[config.mk]
export PLATFORM = sky130hd
export DESIGN_NAME = lsp_front
export DESIGN_NICKNAME = d
export VERILOG_FILES = /design/src/hdl/lsp_pkg.sv /design/src/hdl/lsp_front.sv
export SDC_FILE = /design/constraint.sdc
export NUM_CORES = 1
export LEC_CHECK = 0
export BUFFER_PORTS_ARGS = -buffer_cell sky130_fd_sc_hd__buf_2
export CORE_MARGIN = 2
export CORE_UTILIZATION = 47
export CTS_CLUSTER_DIAMETER = 40
export CTS_CLUSTER_SIZE = 24
export DETAILED_ROUTE_END_ITERATION = 8
export GPL_TIMING_DRIVEN = 0
export PLACE_DENSITY = 0.87
export SYNTH_ARGS = -nofsm -noshare
export SYNTH_HDL_FRONTEND = slang
export SYNTH_SLANG_ARGS = --single-unit
[constraint.sdc]
create_clock -name i_clk -period 3.65 [get_ports i_clk]
set_clock_uncertainty 0.1 [all_clocks]
set_input_delay 0.5475 -clock i_clk [delete_from_list [all_inputs] [get_ports i_clk]]
set_output_delay 0.5475 -clock i_clk [all_outputs]
set_load 0.01 [all_outputs]
[src/hdl/lsp_pkg.sv]
`timescale 1ns / 1ps
// ----------------------------------------------------------------------------
// lsp_pkg
// Shared sizes, codes, types and helpers of the PC lease predictor.
// ----------------------------------------------------------------------------
package lsp_pkg;

    localparam int PRED_ENTRIES    = 64;
    localparam int SAMPLER_ENTRIES = 32;
    localparam int PCS_PER_ADDR    = 4;
    localparam int SLOT_ENTRIES    = SAMPLER_ENTRIES * PCS_PER_ADDR;

    localparam int PRED_AW = $clog2(PRED_ENTRIES);
    localparam int SAMP_AW = $clog2(SAMPLER_ENTRIES);
    localparam int SLOT_AW = $clog2(SLOT_ENTRIES);
    localparam int PCS_AW  = (PCS_PER_ADDR > 1) ? $clog2(PCS_PER_ADDR) : 1;

    localparam logic [15:0] DEFAULT_LEASE_RST = 16'd16;
    localparam logic [15:0] MAX_LIFETIME_RST  = 16'd20000;

    // operation codes
    localparam logic [1:0] OP_LEASE = 2'd0;
    localparam logic [1:0] OP_TRACK = 2'd1;
    localparam logic [1:0] OP_END   = 2'd2;

    // status codes
    localparam logic [1:0] STATUS_OK        = 2'd0;
    localparam logic [1:0] STATUS_PRED_FULL = 2'd1;
    localparam logic [1:0] STATUS_SAMP_FULL = 2'd2;

    // configuration register indexes
    localparam logic CFG_DEFAULT_LEASE = 1'b0;
    localparam logic CFG_MAX_LIFETIME  = 1'b1;

    typedef struct packed {
        logic [15:0] default_lease;
        logic [15:0] max_lifetime;
    } t_cfg;

    typedef struct packed {
        logic is_lease;
        logic is_track;
        logic is_end;
    } t_kind;

    typedef struct packed {
        t_kind       kind;
        logic [31:0] pc;
        logic [31:0] address;
        logic [31:0] time_now;
    } t_item;

    typedef struct packed {
        logic [15:0] predicted_lifetime;
        logic [1:0]  status;
        logic [2:0]  updated_count;
    } t_result;

    function automatic logic [PRED_AW-1:0] pred_first(input logic [PRED_ENTRIES-1:0] v);
        logic [PRED_AW-1:0] idx;
        idx = '0;
        for (int i = PRED_ENTRIES - 1; i >= 0; i--) begin
            if (v[i]) idx = PRED_AW'(i);
        end
        return idx;
    endfunction

    function automatic logic [SAMP_AW-1:0] samp_first(input logic [SAMPLER_ENTRIES-1:0] v);
        logic [SAMP_AW-1:0] idx;
        idx = '0;
        for (int i = SAMPLER_ENTRIES - 1; i >= 0; i--) begin
            if (v[i]) idx = SAMP_AW'(i);
        end
        return idx;
    endfunction

endpackage

[src/hdl/lsp_front.sv]
`timescale 1ns / 1ps
// ----------------------------------------------------------------------------
// lsp_front
// Input word queue: accept, decode the operation, hold two words for the back.
// ----------------------------------------------------------------------------
module lsp_front (
    input  logic           i_clk,
    input  logic           i_rst_n,
    input  logic           i_push,
    output logic           o_full,
    input  logic [1:0]     i_operation,
    input  logic [31:0]    i_pc,
    input  logic [31:0]    i_address,
    input  logic [31:0]    i_time_now,
    output logic           o_valid,
    output lsp_pkg::t_item o_item,
    input  logic           i_take
);
    import lsp_pkg::*;

    t_item       r_mem [2];
    logic        r_wptr;
    logic        r_rptr;
    logic [1:0]  r_cnt;
    t_item       w_item;
    logic        w_push;
    logic        w_pop;

    always_comb begin
        w_item          = '0;
        w_item.pc       = i_pc;
        w_item.address  = i_address;
        w_item.time_now = i_time_now;
        case (i_operation)
            OP_LEASE: w_item.kind.is_lease = 1'b1;
            OP_TRACK: w_item.kind.is_track = 1'b1;
            OP_END:   w_item.kind.is_end   = 1'b1;
            default:  w_item.kind          = '0;
        endcase
    end

    assign o_full  = (r_cnt == 2'd2);
    assign o_valid = (r_cnt != 2'd0);
    assign o_item  = r_mem[r_rptr];
    assign w_push  = i_push && !o_full;
    assign w_pop   = i_take && o_valid;

    always_ff @(posedge i_clk) begin
        if (w_push) r_mem[r_wptr] <= w_item;
    end

    always_ff @(posedge i_clk) begin
        if (!i_rst_n) begin
            r_wptr <= 1'b0;
            r_rptr <= 1'b0;
            r_cnt  <= 2'd0;
        end else begin
            if (w_push) r_wptr <= ~r_wptr;
            if (w_pop)  r_rptr <= ~r_rptr;
            case ({w_push, w_pop})
                2'b10:   r_cnt <= r_cnt + 2'd1;
                2'b01:   r_cnt <= r_cnt - 2'd1;
                default: r_cnt <= r_cnt;
            endcase
        end
    end
endmodule

# Word level (Yosys, flattened, before mapping)
# Memories as Yosys holds them, arrays and structs flattened. A register that Yosys moved wholly into a read port is not among the register bits.
# Cells that the tools add are included.
dict set report totals {
  wordCells 27
  memories 1
  output_inout_bits 101
  ram_bits 198
  input_bits 102
  register_bits 4
}
# memory words word_bits rd rd_ports_with_merged_regs write_ports line_no
set mem_list {}
lappend mem_list {r_mem 2 99 1 1 1 lsp_front.sv:21} ;# t_item r_mem [2];
dict set report classes {
  n_bitwise 2
  add_sub_neg 2
  n_eq_ne 5
  n_reduce_logical 6
  muxes 8
}
# cell count
set ops {}
lappend ops {{$mux 1} 7}
lappend ops {{$eq 2x2->1 const B} 3}
lappend ops {{$eq 2x1->1 const B} 2}
lappend ops {{$pmux 2 s2} 1}
lappend ops {{$reduce_bool 2->1} 2}
lappend ops {{$add 2x1->2 const B} 1}
lappend ops {{$logic_and 1x1->1} 2}
lappend ops {{$logic_not 2->1} 1}
lappend ops {{$not 1->1} 2}
lappend ops {{$sub 2x1->2 const B} 1}
lappend ops {{$logic_not 1->1} 1}

# Depth between registers and ports, before layout
dict set report depth {
  word_depth 5
  mapped_depth 6
  depth_no_buf 6
}

# Least setup slack after synthesis
# OpenSTA, ideal clock, no wires.
dict set report synth_timing {
  path_kind {in2reg}
  from {in i_push}
  to {mem r_mem[1][0] in the netlist's numbering (enable)}
  setup_slack_ps 190
  setup_ps 469
  n_path_buf 0
  arrival_time_ps 2891
  t_required_ps 3081
  cell_stages 1
  cell_sequence {and3_1}
}
dict set report synth_via {
  elab_chain_cells 3
}
# element line_no
set synth_rtl {}
lappend synth_rtl {{start, declared} lsp_front.sv:9} ;# input logic i_push,
lappend synth_rtl {{$logic_and 1x1->1} lsp_front.sv:45} ;# assign w_push = i_push && !o_full;
lappend synth_rtl {{$mux 1} lsp_front.sv:49} ;# if (w_push) r_mem[r_wptr] <= w_item;
lappend synth_rtl {{$mux 1 (implied by the code)} lsp_front.sv:49}
lappend synth_rtl {{end, declared} lsp_front.sv:21}
# No other way between the ends.

==> flow_summary.toml <==
[power_and_ir_drop]
total_power_uw = 7110
vdd.ir_drop.worst_v = 0.000799
power.density_nw_per_um2 = 743
leakage_uw = 0.00362

[place]
placed_area_um2 = 8720
place_hpwl_um = 8860
dp_worst_setup_slack_ns = 1.29
io_buffers = 202
gp_congestion = 0.730

[drt]
wirelength_um = 13300
via_per_inst = 4.82
firstDrtPassIters = 5
num_vias = 3844
first_iter_violations = 112
wl_per_cell_um = 16.7
post-route-drc-count = 0
drtAntennaViolNets = 0

[logic_synthesis]
synth_edf_count = 198
yosysMostFrequentCell = "edfxtp_1"
ys.flop_type = "edfxtp_1"
yosysWarnings = 0
ys_seq_elements = 203
synth_top_cell_by_area = "edfxtp_1"
synth_nets = 440
yosysSeqAreaShare_pct = 81.9
synth.area.top_cells = "edfxtp_1 (81%), mux2_2 (15%), dfxtp_1 (1.4%)"
avgSynthCellArea_um2 = 21.9
postSynth.asyncResetShare_pct = 0
synthCells = 337
synth_top_area_share_pct = 80.6
syn_area_um2 = 7380
synth.distinct_cells = 21
synthTopCellsByCount = "edfxtp_1 (198), mux2_2 (99), buf_2 (9)"

[timing]
fmax_mhz = 383
rsz0062_at_grt = "no"
min_period_ns = 2.61
worst_slack_ns = 1.04
setup_tns_ns = 0
finalSetupViolCount = 0
worst_slew_pin_slew_ns = 0.529
fin_crit_sh_pct = 71.6
slew_headroom_pct = 64.8
drv_slew = 0
finalHoldViolations = 0

[critical_path]
path_cells = "buf_2 > buf_4 > buf_6 > mux2_2 > buf_2"
reg2reg_slack_ns = 1.35
rr_worst_depth = 5
arrival_ns = 1.96
crit_path_start_kind = "flop"
cp_slowest_cell = "mux2_2"
cp_slowest_stage_delay_ns = 0.35
crit_family = "buffers and inverters"
criticalPathCategory = "flop to output pin"
crit_required_ns = 3.00
path_common_cell = "buf_2"
cp_num_buf_inv = 4
path_depth = 5
r2r_start = "r_cnt[0]"
crit_path_end_kind = "output pin"
path_max_fanout = 10

[global_route]
grt_max_degree = 65
gr-total-overflow = 0
antenna_found_initial = 0
grt.total_usage_pct = 15.4
grt_pass1_wl_um = 20000
grt_pass1_vias = 4099

[floorplan]
rows = 45
start_util_pct = 48.4
core_area_um2 = 15300
die-area_um2 = 16700
die_h_um = 129
die_x_um = 129
pin_count = 203

[cts]
ctsResizeCount = 0
cts_max_level = 1
clock_latency_ns = 0.50
cts-buffers-inserted = 25
post_cts_buffers = 0
cts_hold_buffers = 0
cts_tree = "built"
clockBufferDepth = 3
path_clk_slew_ns = 0.07
cts_root_buffer = "clkbuf_16"
clock-sinks = 203

[hold_path]
hold_depth = 1
hp-class = "primary input to flop"
holdCritStartpoint = "i_time_now[24]"

[final_layout]
drive_above_1_share_pct = 61.9
multi_input_comb_area_um2 = 1260
n_fill_cell = 1068
fin_nets = 671
n_antenna_cell = 0
fin_area_um2 = 9570
seq_area_um2 = 6050
areaGrowthSynthToFinish_pct = 29.7

[status]
status = "completed"

[job]
cap_violations = 0
==> layout by cell type (no fill, tap or decap), drive strengths merged <==
cell and instances:
nor2b 4, xnor2 3, and2 1, bufinv 1, o21a 1, dfxtp 5
buf 215, nand2 1, a21boi 2, nand2b 1, or2 1, clkinv 9
edfxtp 198, ha 1, nor2 1, mux2 99, inv 10, clkbuf 26
or3 2, and3 1, clkinvlp 2, o21ai 2
==> metal layers <==
layer,global-route usage (%),wire (µm),up-vias
met5,0,0,-
met3,3.80,976,23
met1,18.3,5250,1863
met4,5.18,277,0
li1,-,-,1810
met2,27.4,6840,148
==> worst reg2reg max path, cell delays in order, from the launching register on <==
cell	delay, ns
dfxtp_1	0.42
nand2b_2	0.19
inv_2	0.05
or3_1	0.37
inv_4	0.41
buf_16	0.36
==> logic make-up (layout without fill, tap and decap cells) <==
group | count (synthesis) | after routing | share of synthesized area [%]
xor+xnor | 3 | 3 | 0.356
compound gates | 5 | 5 | 0.441
simple gates | 12 | 12 | 0.983
fa+ha+maj | 1 | 1 | 0.170
buf+inv | 14 | 263 | 1.02
flops | 203 | 203 | 81.9
mux | 99 | 99 | 15.1
==> stage by stage <==
stage          hold slack (ns)  std cells  utilization [%]
2_1_floorplan            0.357        337                -
3_3_place_gp             0.370        750             56.7
3_5_place_dp             0.384        752             57.1
4_1_cts                  0.118        797             62.7
5_1_grt                  0.120        797             62.7
6_report                 0.138        797             62.7
==> path summary, 6_finish.rpt <==
check,to
worst max-delay path,o_item[88]
worst min-delay path,r_mem[1][24]
worst max register to register,r_mem[0][40]
worst min register to register,r_wptr
==> state kept, by name, summed over array words and instances, names as in the netlist, named ones only <==
| register | cells |
|---|---|
| r_mem | 198 |
| r_rptr | 1 |
| r_wptr | 1 |
| r_cnt | 2 |
==> area by class of cell <==
cell class	count	area share [%]
Buffer	11	0.667
Clock buffer	26	6.58
Clock inverter	19	2.33
Inverter	3	0.144
Multi-Input combinational cell	120	13.2
Sequential cell	203	63.2
Tap cell	211	2.76
Timing Repair Buffer	204	11.1
==> power breakdown <==
| part | internal (µW) | switching [µW] |
|---|---|---|
| registers | 2940 | 81.5 |
| logic | 801 | 886 |
| clock network | 1390 | 1000 |
(Power assumes the default switching activity.)
